===== src/lrc_pkg.sv =====
// shared types, constants and tail math for the led ring comet frame block
`default_nettype none
package lrc_pkg;

    // field widths
    localparam int MODE_W     = 2;
    localparam int PERIOD_W   = 16;
    localparam int RING_W     = 7;
    localparam int TIME_W     = 32;
    localparam int IDX_W      = 6;
    localparam int LEVEL_W    = 8;
    localparam int CFG_W      = 16;
    localparam int CFG_ADDR_W = 2;
    localparam int TAIL_W     = 3;

    // divider steps, one quotient bit per cycle
    localparam int DIV_STEPS = TIME_W;
    localparam int STEP_W    = $clog2(DIV_STEPS);

    // register indexes
    localparam logic [CFG_ADDR_W-1:0] REG_MODE   = 2'd0;
    localparam logic [CFG_ADDR_W-1:0] REG_PERIOD = 2'd1;
    localparam logic [CFG_ADDR_W-1:0] REG_RING   = 2'd2;

    // program modes
    localparam logic [MODE_W-1:0] MODE_NONE = 2'd0;
    localparam logic [MODE_W-1:0] MODE_RED  = 2'd1;
    localparam logic [MODE_W-1:0] MODE_BLUE = 2'd2;

    // reset values
    localparam logic [PERIOD_W-1:0] PERIOD_RESET = 16'd750;
    localparam logic [RING_W-1:0]   RING_RESET   = 7'd16;

    // tail lengths and levels
    localparam logic [TAIL_W-1:0]  RED_TAIL   = 3'd4;
    localparam logic [TAIL_W-1:0]  BLUE_TAIL  = 3'd3;
    localparam logic [LEVEL_W-1:0] FULL_LEVEL = 8'd255;

    // controller to datapath commands
    typedef struct packed {
        logic load_in;
        logic div_step;
        logic mul_load;
        logic emit;
    } lrc_cmd_t;

    // datapath to controller status
    typedef struct packed {
        logic frame_ok;
        logic out_free;
        logic led_last;
    } lrc_status_t;

    typedef struct packed {
        logic               hit;
        logic [LEVEL_W-1:0] level;
    } tail_hit_t;

    // floor(255*a^2 / (2*T^2)) for the two tail lengths
    function automatic logic [LEVEL_W-1:0] tail_level(input logic blue,
                                                      input logic [TAIL_W-1:0] a);
        logic [LEVEL_W-1:0] lv;
        lv = '0;
        if (blue)
        begin
            case (a)
                3'd2:    lv = 8'd56;
                3'd1:    lv = 8'd14;
                default: lv = 8'd0;
            endcase
        end
        else
        begin
            case (a)
                3'd3:    lv = 8'd71;
                3'd2:    lv = 8'd31;
                3'd1:    lv = 8'd7;
                default: lv = 8'd0;
            endcase
        end
        return lv;
    endfunction

    // wrapped distance from one head to one led and the resulting write
    function automatic tail_hit_t tail_check(input logic [RING_W:0]   head,
                                             input logic [RING_W-1:0] led,
                                             input logic [RING_W-1:0] n,
                                             input logic              blue);
        logic signed [RING_W+2:0] d;
        logic signed [RING_W+2:0] dw;
        logic [RING_W+2:0]        ad;
        logic [RING_W+2:0]        adw;
        logic [TAIL_W-1:0]        tl;
        tail_hit_t                r;
        d  = $signed({2'b00, head}) - $signed({3'b000, led});
        ad = d[RING_W+2] ? (RING_W+3)'(-d) : (RING_W+3)'(d);
        // wrap once when more than half a ring away
        if (ad > {4'b0000, n[RING_W-1:1]})
        begin
            dw = d[RING_W+2] ? d + $signed({3'b000, n}) : d - $signed({3'b000, n});
        end
        else
        begin
            dw = d;
        end
        adw = dw[RING_W+2] ? (RING_W+3)'(-dw) : (RING_W+3)'(dw);
        tl  = blue ? BLUE_TAIL : RED_TAIL;
        r.hit = (adw <= {{(RING_W){1'b0}}, tl});
        if (dw == '0)
        begin
            r.level = FULL_LEVEL;
        end
        else if (dw[RING_W+2])
        begin
            r.level = '0;
        end
        else
        begin
            r.level = tail_level(blue, tl - adw[TAIL_W-1:0]);
        end
        return r;
    endfunction

endpackage
`default_nettype wire


===== src/lrc_datapath.sv =====
// config registers, shared bit-serial divider, led walk and output register
`default_nettype none
module lrc_datapath #(
    parameter int MAX_LEDS = 64
) (
    input  wire logic                              clk,
    input  wire logic                              rst_n,
    input  wire logic                              cfg_we,
    input  wire logic [lrc_pkg::CFG_ADDR_W-1:0]    cfg_addr,
    input  wire logic [lrc_pkg::CFG_W-1:0]         cfg_data,
    input  wire logic [lrc_pkg::TIME_W-1:0]        time_ms,
    input  wire lrc_pkg::lrc_cmd_t                 cmd,
    output lrc_pkg::lrc_status_t                   status,
    input  wire logic                              out_ready,
    output logic                                   out_valid,
    output logic [lrc_pkg::IDX_W-1:0]              led_index,
    output logic                                   write_pixel,
    output logic [lrc_pkg::LEVEL_W-1:0]            red,
    output logic [lrc_pkg::LEVEL_W-1:0]            green,
    output logic [lrc_pkg::LEVEL_W-1:0]            blue,
    output logic                                   last_led
);

    localparam int RW       = lrc_pkg::RING_W;
    localparam int PW       = lrc_pkg::PERIOD_W;
    localparam int TW       = lrc_pkg::TIME_W;
    localparam int LW       = lrc_pkg::LEVEL_W;
    localparam int RING_MAX = (2 ** RW) - 1;
    localparam int RING_CAP = (MAX_LEDS > RING_MAX) ? RING_MAX : MAX_LEDS;

    // config registers
    logic [lrc_pkg::MODE_W-1:0] mode_reg;
    logic [PW-1:0]              period_reg;
    logic [RW-1:0]              ring_reg;

    // frame registers
    logic [RW-1:0] n_reg;
    logic          blue_mode_reg;
    logic [RW-1:0] idx_reg;
    logic [PW:0]   rem_reg;
    logic [TW-1:0] dvd_reg;

    // output register
    logic          out_valid_reg;
    logic [lrc_pkg::IDX_W-1:0] led_index_reg;
    logic          write_pixel_reg;
    logic [LW-1:0] red_reg;
    logic [LW-1:0] blue_out_reg;
    logic          last_led_reg;

    logic [PW-1:0]    p_eff;
    logic [RW-1:0]    n_eff;
    logic [PW:0]      rem_shift;
    logic             rem_ge;
    logic [PW:0]      rem_diff;
    logic [PW+RW-1:0] prod;
    logic [RW:0]      head;
    logic [RW:0]      head2;
    lrc_pkg::tail_hit_t hit1;
    lrc_pkg::tail_hit_t hit2;
    logic             wr;
    logic [LW-1:0]    level;
    logic             mode_ok;

    // config writes
    always_ff @(posedge clk or negedge rst_n)
    begin
        if (!rst_n)
        begin
            mode_reg   <= lrc_pkg::MODE_NONE;
            period_reg <= lrc_pkg::PERIOD_RESET;
            ring_reg   <= lrc_pkg::RING_RESET;
        end
        else if (cfg_we)
        begin
            case (cfg_addr)
                lrc_pkg::REG_MODE:   mode_reg   <= cfg_data[lrc_pkg::MODE_W-1:0];
                lrc_pkg::REG_PERIOD: period_reg <= cfg_data[PW-1:0];
                lrc_pkg::REG_RING:   ring_reg   <= cfg_data[RW-1:0];
                default:             ;
            endcase
        end
    end

    // effective period and ring size
    assign p_eff   = (period_reg == '0) ? PW'(1) : period_reg;
    assign n_eff   = (ring_reg > RW'(RING_CAP)) ? RW'(RING_CAP) : ring_reg;
    assign mode_ok = (mode_reg == lrc_pkg::MODE_RED) || (mode_reg == lrc_pkg::MODE_BLUE);

    // restoring divide step
    assign rem_shift = {rem_reg[PW-1:0], dvd_reg[TW-1]};
    assign rem_ge    = (rem_shift >= {1'b0, p_eff});
    assign rem_diff  = rem_shift - {1'b0, p_eff};
    assign prod      = rem_reg[PW-1:0] * n_reg;

    // divider and frame state
    always_ff @(posedge clk)
    begin
        if (cmd.load_in)
        begin
            dvd_reg       <= time_ms;
            rem_reg       <= '0;
            n_reg         <= n_eff;
            blue_mode_reg <= (mode_reg == lrc_pkg::MODE_BLUE);
            idx_reg       <= '0;
        end
        else if (cmd.div_step)
        begin
            rem_reg <= rem_ge ? rem_diff : rem_shift;
            dvd_reg <= {dvd_reg[TW-2:0], rem_ge};
        end
        else if (cmd.mul_load)
        begin
            dvd_reg <= {{(TW-PW-RW){1'b0}}, prod};
            rem_reg <= '0;
        end
        else if (cmd.emit)
        begin
            idx_reg <= idx_reg + RW'(1);
        end
    end

    // pixel for the current led, second tail wins
    assign head  = {1'b0, dvd_reg[RW-1:0]};
    assign head2 = head + {2'b00, n_reg[RW-1:1]};
    assign hit1  = lrc_pkg::tail_check(head, idx_reg, n_reg, blue_mode_reg);
    assign hit2  = lrc_pkg::tail_check(head2, idx_reg, n_reg, blue_mode_reg);

    always_comb
    begin
        wr    = hit1.hit;
        level = hit1.hit ? hit1.level : '0;
        if (blue_mode_reg && hit2.hit)
        begin
            wr    = 1'b1;
            level = hit2.level;
        end
    end

    // output register
    always_ff @(posedge clk or negedge rst_n)
    begin
        if (!rst_n)
        begin
            out_valid_reg <= 1'b0;
        end
        else if (cmd.emit)
        begin
            out_valid_reg <= 1'b1;
        end
        else if (out_ready)
        begin
            out_valid_reg <= 1'b0;
        end
    end

    always_ff @(posedge clk)
    begin
        if (cmd.emit)
        begin
            led_index_reg   <= idx_reg[lrc_pkg::IDX_W-1:0];
            write_pixel_reg <= wr;
            red_reg         <= blue_mode_reg ? '0 : level;
            blue_out_reg    <= blue_mode_reg ? level : '0;
            last_led_reg    <= status.led_last;
        end
    end

    assign out_valid   = out_valid_reg;
    assign led_index   = led_index_reg;
    assign write_pixel = write_pixel_reg;
    assign red         = red_reg;
    assign green       = '0;
    assign blue        = blue_out_reg;
    assign last_led    = last_led_reg;

    // status back to the controller
    assign status.frame_ok = mode_ok && (n_eff != '0);
    assign status.out_free = !out_valid_reg || out_ready;
    assign status.led_last = (idx_reg == n_reg - RW'(1));

    // head quotient always lands on the ring
    a_head_on_ring: assert property (@(posedge clk) disable iff (!rst_n)
        cmd.emit |-> (dvd_reg < {{(TW-RW){1'b0}}, n_reg}))
        else $error("head position beyond ring size");

    // time remainder stays below the period
    a_rem_below_period: assert property (@(posedge clk) disable iff (!rst_n)
        cmd.mul_load |-> (rem_reg < {1'b0, p_eff}))
        else $error("remainder not below period");

    // no result overwrites one still waiting
    a_no_overwrite: assert property (@(posedge clk) disable iff (!rst_n)
        cmd.emit |-> (!out_valid_reg || out_ready))
        else $error("result loaded over pending result");

endmodule
`default_nettype wire


===== src/lrc_ctrl.sv =====
// frame sequencer: accept, divide time by period, scale, divide again, walk leds
`default_nettype none
module lrc_ctrl (
    input  wire logic                 clk,
    input  wire logic                 rst_n,
    input  wire logic                 in_valid,
    output logic                      in_ready,
    input  wire lrc_pkg::lrc_status_t status,
    output lrc_pkg::lrc_cmd_t         cmd
);

    typedef enum logic [2:0] {
        ST_IDLE,
        ST_DIV_T,
        ST_SCALE,
        ST_DIV_H,
        ST_EMIT
    } state_t;

    localparam logic [lrc_pkg::STEP_W-1:0] STEP_LAST =
        lrc_pkg::STEP_W'(lrc_pkg::DIV_STEPS - 1);

    state_t                       state_reg;
    logic [lrc_pkg::STEP_W-1:0]   step_reg;

    // commands decoded from state
    assign in_ready     = (state_reg == ST_IDLE);
    assign cmd.load_in  = (state_reg == ST_IDLE) && in_valid;
    assign cmd.div_step = (state_reg == ST_DIV_T) || (state_reg == ST_DIV_H);
    assign cmd.mul_load = (state_reg == ST_SCALE);
    assign cmd.emit     = (state_reg == ST_EMIT) && status.out_free;

    // state and step counter
    always_ff @(posedge clk or negedge rst_n)
    begin
        if (!rst_n)
        begin
            state_reg <= ST_IDLE;
            step_reg  <= '0;
        end
        else
        begin
            case (state_reg)
                ST_IDLE:
                begin
                    step_reg <= '0;
                    if (in_valid && status.frame_ok)
                    begin
                        state_reg <= ST_DIV_T;
                    end
                end
                ST_DIV_T:
                begin
                    step_reg <= step_reg + lrc_pkg::STEP_W'(1);
                    if (step_reg == STEP_LAST)
                    begin
                        state_reg <= ST_SCALE;
                    end
                end
                ST_SCALE:
                begin
                    step_reg  <= '0;
                    state_reg <= ST_DIV_H;
                end
                ST_DIV_H:
                begin
                    step_reg <= step_reg + lrc_pkg::STEP_W'(1);
                    if (step_reg == STEP_LAST)
                    begin
                        state_reg <= ST_EMIT;
                    end
                end
                ST_EMIT:
                begin
                    if (cmd.emit && status.led_last)
                    begin
                        state_reg <= ST_IDLE;
                    end
                end
                default:
                begin
                    state_reg <= ST_IDLE;
                end
            endcase
        end
    end

    // time divide ends after its full step count
    a_div_done: assert property (@(posedge clk) disable iff (!rst_n)
        (state_reg == ST_DIV_T && step_reg == STEP_LAST) |=> (state_reg == ST_SCALE))
        else $error("time divide did not finish");

    // last led returns to idle
    a_frame_end: assert property (@(posedge clk) disable iff (!rst_n)
        (cmd.emit && status.led_last) |=> (state_reg == ST_IDLE))
        else $error("frame did not end on last led");

    // a request with nothing to draw is dropped
    a_empty_frame: assert property (@(posedge clk) disable iff (!rst_n)
        (in_valid && in_ready && !status.frame_ok) |=> (state_reg == ST_IDLE))
        else $error("empty frame started work");

endmodule
`default_nettype wire


===== src/led_ring_comet_tail_frame.sv =====
// top level of the led ring comet tail frame generator
//
//  port group   dir  handshake          payload
//  in           in   in_valid/in_ready  time_ms
//  out          out  out_valid/out_ready led_index write_pixel red green blue last_led
//  cfg          in   cfg_we             cfg_addr cfg_data
//
//  a request is accepted, then goes twice through one shared bit-serial divider
//  (time mod period, then scaled remainder over period), then one led per cycle
//  that the output register can take
//  an empty mode or zero ring size drops the request
//  a stalled output holds the led walk; reset restores the config defaults
`default_nettype none
module led_ring_comet_tail_frame #(
    parameter int MAX_LEDS = 64
) (
    input  wire logic                           clk,
    input  wire logic                           rst_n,
    input  wire logic                           in_valid,
    output logic                                in_ready,
    input  wire logic [lrc_pkg::TIME_W-1:0]     time_ms,
    output logic                                out_valid,
    input  wire logic                           out_ready,
    output logic [lrc_pkg::IDX_W-1:0]           led_index,
    output logic                                write_pixel,
    output logic [lrc_pkg::LEVEL_W-1:0]         red,
    output logic [lrc_pkg::LEVEL_W-1:0]         green,
    output logic [lrc_pkg::LEVEL_W-1:0]         blue,
    output logic                                last_led,
    input  wire logic                           cfg_we,
    input  wire logic [lrc_pkg::CFG_ADDR_W-1:0] cfg_addr,
    input  wire logic [lrc_pkg::CFG_W-1:0]      cfg_data
);

    lrc_pkg::lrc_cmd_t    cmd;
    lrc_pkg::lrc_status_t status;

    // sequencer
    lrc_ctrl u_ctrl (
        .clk      (clk),
        .rst_n    (rst_n),
        .in_valid (in_valid),
        .in_ready (in_ready),
        .status   (status),
        .cmd      (cmd)
    );

    // datapath
    lrc_datapath #(
        .MAX_LEDS (MAX_LEDS)
    ) u_datapath (
        .clk         (clk),
        .rst_n       (rst_n),
        .cfg_we      (cfg_we),
        .cfg_addr    (cfg_addr),
        .cfg_data    (cfg_data),
        .time_ms     (time_ms),
        .cmd         (cmd),
        .status      (status),
        .out_ready   (out_ready),
        .out_valid   (out_valid),
        .led_index   (led_index),
        .write_pixel (write_pixel),
        .red         (red),
        .green       (green),
        .blue        (blue),
        .last_led    (last_led)
    );

endmodule
`default_nettype wire


===== config.mk =====
export PLATFORM = sky130hd
export DESIGN_NAME = led_ring_comet_tail_frame
export DESIGN_NICKNAME = d
export VERILOG_FILES = /design/src/lrc_pkg.sv /design/src/lrc_datapath.sv /design/src/lrc_ctrl.sv /design/src/led_ring_comet_tail_frame.sv
export SDC_FILE = /design/constraint.sdc
export NUM_CORES = 1
export LEC_CHECK = 0
export ABC_CLOCK_PERIOD_IN_PS = 8000
export BUFFER_PORTS_ARGS = -buffer_cell sky130_fd_sc_hd__clkbuf_2
export CORE_UTILIZATION = 62
export DETAILED_ROUTE_END_ITERATION = 7
export GPL_ROUTABILITY_DRIVEN = 0
export PLACE_DENSITY = 0.9
export SLEW_MARGIN = 30
export SYNTH_ARGS = -nofsm -noshare
export SYNTH_HDL_FRONTEND = slang
export SYNTH_SLANG_ARGS = --single-unit
export TNS_END_PERCENT = 10

===== constraint.sdc =====
create_clock -name clk -period 8 [get_ports clk]
set_clock_uncertainty 0.15 [all_clocks]
set_input_delay 1.6 -clock clk [delete_from_list [all_inputs] [get_ports clk]]
set_output_delay 1.6 -clock clk [all_outputs]
set_load 0.01 [all_outputs]

### After elaboration in Yosys (flattened, before gate mapping)

Index checks and enable logic that the tools add are counted.
W data, S select, Z words.

| word-level totals | value |
|---|---|
| flip-flop bits (word level) | 121 |
| output and inout bits | 34 |

| operators by class | value |
|---|---|
| add/sub/neg operators | 17 |
| multipliers | 1 |
| order comparisons | 6 |
| equal/unequal tests | 20 |
| mux-type cells | 37 |
| bitwise gates (word level) | 2 |
| reductions and logical operators | 27 |

Operators by type and width:

| cell | count |
|---|---|
| $mux W32 | 3 |
| $mux W10 | 8 |
| $mux W16 | 4 |
| $mux W8 | 8 |
| $pmux W7 S3 | 2 |
| $neg A10 Y10 | 4 |
| $pmux W6 S2 | 2 |
| $mul A16 B7 Y23 | 1 |
| $add A10 B8 Y10 | 2 |
| $gt A10 B6 Y1 | 2 |
| $le A10 B3 Y1 | 2 |
| $logic_not A10 Y1 | 2 |
| $sub A10 B8 Y10 | 2 |
| $eq A3 B2 Y1 const B | 6 |
| $ge A17 B16 Y1 | 1 |
| $logic_not A16 Y1 | 1 |
| $sub A16 B16 Y16 | 1 |
| $mux W3 | 5 |
| $pmux W3 S5 | 1 |
| $pmux W5 S2 | 1 |
| $eq A3 B1 Y1 const B | 3 |
| $sub A8 B7 Y9 | 1 |
| $add A7 B6 Y8 | 1 |
| $sub A7 B7 Y8 | 1 |
| 27 further kinds | 46 |

### Longest topological paths before layout

| depth | value |
|---|---|
| word-level depth | 15 |
| gate-level depth with buffers | 32 |
| depth with buffers taken out | 30 |

### Cells and area by module

From an unflattened synthesis, not the netlist that was laid out.

| second synthesis, totals | value |
|---|---|
| cell total of the unflattened synthesis | 1432 |
| area total of the unflattened synthesis | 12612.1 um^2 |

By module, submodules not included:

| module | instances | cells each | area each (um^2) |
|---|---|---|---|
| lrc_datapath | 1 | 1390 | 12197.9 |
| lrc_ctrl | 1 | 42 | 414.1 |

### Least setup slack after synthesis

OpenSTA, ideal clock, no wires.

| timing | value |
|---|---|
| path type | flip-flop to flip-flop |
| from | reg u_datapath.n_reg[5] |
| to | reg u_datapath.blue_out_reg[4] (netlist: u_datapath.blue[4]) (data pin) |
| arrival time | 5.885 ns |
| required time | 7.576 ns |
| slack | 1.691 ns |
| cell stages (with the launch flop) | 27 |
| period minus slack after synthesis | 6.309 ns |
| cell sequence | edfxtp_1 > clkbuf_1 > clkbuf_1 > inv_1 > fa_1 > inv_1 > ha_1 > o21ai_0 > a21o_1 > a21oi_1 > clkbuf_1 > nand2_1 > xnor2_1 > ha_1 > or4_1 > o31a_1 > a21oi_1 > nand2_1 > xor2_1 > mux2i_1 > ha_1 > o21ai_0 > a32oi_1 > o31a_1 > a211oi_1 > nand4bb_1 > o22ai_1 |

| on the way | value |
|---|---|
| cells in the longest elaborated chain, start to end | 15 |
| elaborated cells on any way between the ends | 43 |
| classes of those cells | add/sub (11); order compare (4); eq/ne (6); mux (19); reduce/logical (3) |

RTL lines:

| what | line | source |
|---|---|---|
| start, declared | lrc_datapath.sv:37 | `logic [RW-1:0] n_reg;` |
| start signal, assigned | lrc_datapath.sv:103 | `n_reg <= n_eff;` |
| $add A7 B6 Y8 | lrc_datapath.sv:125 | `assign head2 = head + {2'b00, n_reg[RW-1:1]};` |
| $sub A8 B7 Y9 | lrc_pkg.sv:95 | `d = $signed({2'b00, head}) - $signed({3'b000, led});` |
| $neg A10 Y10 | lrc_pkg.sv:96 | `ad = d[RING_W+2] ? (RING_W+3)'(-d) : (RING_W+3)'(d);` |
| $mux W10 | lrc_pkg.sv:96 |  |
| $gt A10 B6 Y1 | lrc_pkg.sv:98 | `if (ad > {4'b0000, n[RING_W-1:1]})` |
| $mux W10 | lrc_pkg.sv:98 |  |
| $neg A10 Y10 | lrc_pkg.sv:106 | `adw = dw[RING_W+2] ? (RING_W+3)'(-dw) : (RING_W+3)'(dw);` |
| $mux W10 | lrc_pkg.sv:106 |  |
| $sub A3 B3 Y3 | lrc_pkg.sv:119 | `r.level = tail_level(blue, tl - adw[TAIL_W-1:0]);` |
| $eq A3 B1 Y1 (tied with other cells) | lrc_pkg.sv:66, lrc_pkg.sv:74 |  |
| $pmux W7 S3 / $pmux W6 S2 (equally long branches) | lrc_pkg.sv:74, lrc_pkg.sv:66 |  |
| $mux W8 | lrc_pkg.sv:64 | `if (blue)` |
| $mux W8 | lrc_pkg.sv:113 | `else if (dw[RING_W+2])` |
| $mux W8 | lrc_pkg.sv:109 | `if (dw == '0)` |
| $mux W8 (*) | lrc_datapath.sv:133 | `if (blue_mode_reg && hit2.hit)` |
| end signal, assigned | lrc_datapath.sv:164 | `blue_out_reg <= blue_mode_reg ? level : '0;` |
| end, declared | lrc_datapath.sv:48 | `logic [LW-1:0] blue_out_reg;` |

Mark *: on every way between the ends. The rest lies on a longest branch, timed or not.
A chain may end at the register's enable or synchronous reset.

### Worst setup path after layout

| timing | value |
|---|---|
| from | reg u_datapath.n_reg[2] |
| to | reg u_datapath.blue_out_reg[6] (netlist: u_datapath.blue[6]) (data pin) |

| on the way | value |
|---|---|
| cells in the longest elaborated chain, start to end | 15 |
| elaborated cells on any way between the ends | 41 |
| classes of those cells | add/sub (11); order compare (4); eq/ne (6); mux (17); reduce/logical (3) |

RTL lines:

| what | line | source |
|---|---|---|
| $add A7 B6 Y8 | lrc_datapath.sv:125 |  |
| $sub A8 B7 Y9 | lrc_pkg.sv:95 |  |
| $neg A10 Y10 | lrc_pkg.sv:96 |  |
| $mux W10 | lrc_pkg.sv:96 |  |
| $gt A10 B6 Y1 | lrc_pkg.sv:98 |  |
| $mux W10 | lrc_pkg.sv:98 |  |
| $neg A10 Y10 | lrc_pkg.sv:106 |  |
| $mux W10 | lrc_pkg.sv:106 |  |
| $sub A3 B3 Y3 | lrc_pkg.sv:119 |  |
| $eq A3 B1 Y1 / $eq A3 B2 Y1 (equally long branches) | lrc_pkg.sv:74 | `case (a)` |
| $pmux W7 S3 | lrc_pkg.sv:74 |  |
| $mux W8 | lrc_pkg.sv:64 |  |
| $mux W8 | lrc_pkg.sv:113 |  |
| $mux W8 | lrc_pkg.sv:109 |  |
| $mux W8 (*) | lrc_datapath.sv:133 |  |

Marked as above.

==> results.toml <==
[run_status]
status = "finished, final reports clean"

[critical_path]
worst_path_most_repeated_cell = "ha_1"
worstPathRequired_ps = 8110
worstPathMaxFanout = 20
crit_path_end_kind = "flop"
cp_slowest_cell = "edfxtp_1"
crit_arrival_ps = 7390
cp_top_family = "compound AO/OA/AOI/OAI gates"
critical_path_class = "reg2reg"
cpPeakStageDelay_ps = 790
rrSetupSlack_ps = 720
worstSetupStartpointType = "flop"
path_buf_inv = 2

[global_routing]
use_met1_pct = 35.9
grt_pass1_wl_um = 53600
grtUsageMet2_pct = 55.0
grt-busiest-layer = "met2"
grt_use_met3_pct = 5.16
grt_max_degree = 35
globalRouteOverflowTotal = 0
antenna_found_initial = 0
grtUsageTotal_pct = 31.5
grt_pass1_vias = 11300

[clocking]
cts_tree = "done"
cts-buffers-inserted = 17
post-cts-setup-buffers = 0
clk_latency_ps = 430
ctsResizeCount = 0
cts-root-buf = "clkbuf_16"
clock_path_buffers = 2
hold_buffers = 0
h-tree-depth = 4
clock_sinks = 119
path_clk_slew_ps = 60

[sta]
drv_slew = 0
relSlewSlack_pct = 39.2
fin_crit_sh_pct = 91.0
fmax_mhz = 137
tns_ps = 0
worst_slew_pin_slew_ps = 910
hold_ws_ps = 374
fin_crit_ps = 7280
setup-violations-final = 0
hold_viol = 0
rsz0062_at_grt = "no"

[synth]
synth_simple_gate_area_share_pct = 17.1
synthAdderAreaFrac_pct = 24.2
ys.warnings.count = 0
syn_area_um2 = 12700
synth-edff-count = 62
muxShareOfSynthArea_pct = 4.29
synth_compound_area_share_pct = 16.2
synthArstFlopShare_pct = 28.6
ys_types = 92
synth_cells = 1425
postSynthAreaPerCell_um2 = 8.91
synth_xor_area_share_pct = 6.32
synth_seq_cells = 119
synth_top_family_by_area = "adder cells"
synth-main-ff-cell = "edfxtp_1"
ys_seq_area_share_pct = 25.1

[cells_and_area]
nFillCells = 1416
area_growth_pct = 8.97
ff_latch_area_um2 = 3180
nets = 1727
num_antenna_cells = 0
multi_input_area_um2 = 8680
layout-drive-gt1-share_pct = 12.9
final_cell_mix = "nand2_1 (164), inv_1 (151), ha_1 (114), nor2_1 (106), fa_1 (82)"
final_common_cell = "nand2_1"
largest_reg_flops = 32

[place]
port_buffers = 80
dpl.hpwl_um = 23800

[floorplanning]
core_area_um2 = 19800
boundaryPins = 89
num_rows = 51
die-area_um2 = 21100
start_util_pct = 64.2
die_height_um = 145
die_w_um = 145

[flow_run]
maxCapViolCount = 0

[drt]
vias_per_cell = 6.25
first_iter_violations = 786
drtAntennaViolNets = 0
drc = 0
first_pass_iters = 8
num_vias = 11000
routedWlPerCell_um = 18.4
drt-total-wl_um = 32200

[min_path]
hp-class = "reg2reg"
-- cells in the mapped netlist, types with 23 or more instances --
master / n / share of area [%]
nand2_1: 164 / 4.8
inv_1: 151 / 4.5
ha_1: 114 / 11
nor2_1: 107 / 3.2
fa_1: 82 / 13
a21oi_1: 67 / 2.6
o21ai_0: 65 / 2.6
edfxtp_1: 62 / 15
xnor2_1: 54 / 3.7
clkbuf_1: 39 / 1.2
xor2_1: 32 / 2.2
mux2_2: 31 / 2.7
and2_1: 30 / 1.5
dfrtp_1: 26 / 5.1
nor3_1: 25 / 0.99
nand3_1: 24 / 0.95
dfxtp_1: 23 / 3.6
-- through the flow --
| step | instance area [um2] | worst slack (ps) | instances | util, % |
|---|---|---|---|---|
| global route | 13800 | 192 | 1754 | 69.9 |
| floorplan | 12700 | 1690 | 1432 | - |
| detailed placement | 13200 | 897 | 1722 | 66.8 |
| global placement | 13200 | 1180 | 1722 | 66.8 |
| finish | 13800 | 717 | 1754 | 69.9 |
| CTS | 13800 | 860 | 1754 | 69.9 |
-- cell type report --
cell class,count,share of cell area (%)
Timing Repair Buffer,87,3.27
Inverter,153,4.15
Clock inverter,15,1.34
Multi-Input combinational cell,1098,62.8
Sequential cell,119,23.0
Clock buffer,17,3.08
Tap cell,265,2.40
-- cells by family (layout without fill, tap and decap cells) --
logic type               Yosys count  after routing
buffers and inverters            215            272
other                              1              8
multiplexers                      50             50
AO/OA/AOI/OAI                    305            305
XOR/XNOR                          89             89
flip-flops                       119            119
AND/OR/NAND/NOR                  450            450
adder cells (fa/ha/maj)          196            196
-- worst paths after layout --
path,from,end,depth (start not counted)
max,u_datapath.n_reg[2],u_datapath.blue[6],26
min,u_datapath.mode_reg[1],u_datapath.mode_reg[1],1
max reg2reg,u_datapath.n_reg[2],u_datapath.blue[6],26
min reg2reg,u_datapath.mode_reg[1],u_datapath.mode_reg[1],1
max in group asynchronous,rst_n,u_datapath.ring_reg[2],1
min in group asynchronous,rst_n,u_ctrl.state_reg[1],1
-- per-layer routing --
| layer | share of wire (%) | vias up |
|---|---|---|
| met5 | 0 | - |
| met4 | 5.3 | 0 |
| met3 | 6.4 | 142 |
| met2 | 51 | 541 |
| met1 | 38 | 5268 |
| li1 | - | 5014 |
Power is not shown: default switching activity piles up to over one toggle a cycle in this logic, so the estimate is an artifact.
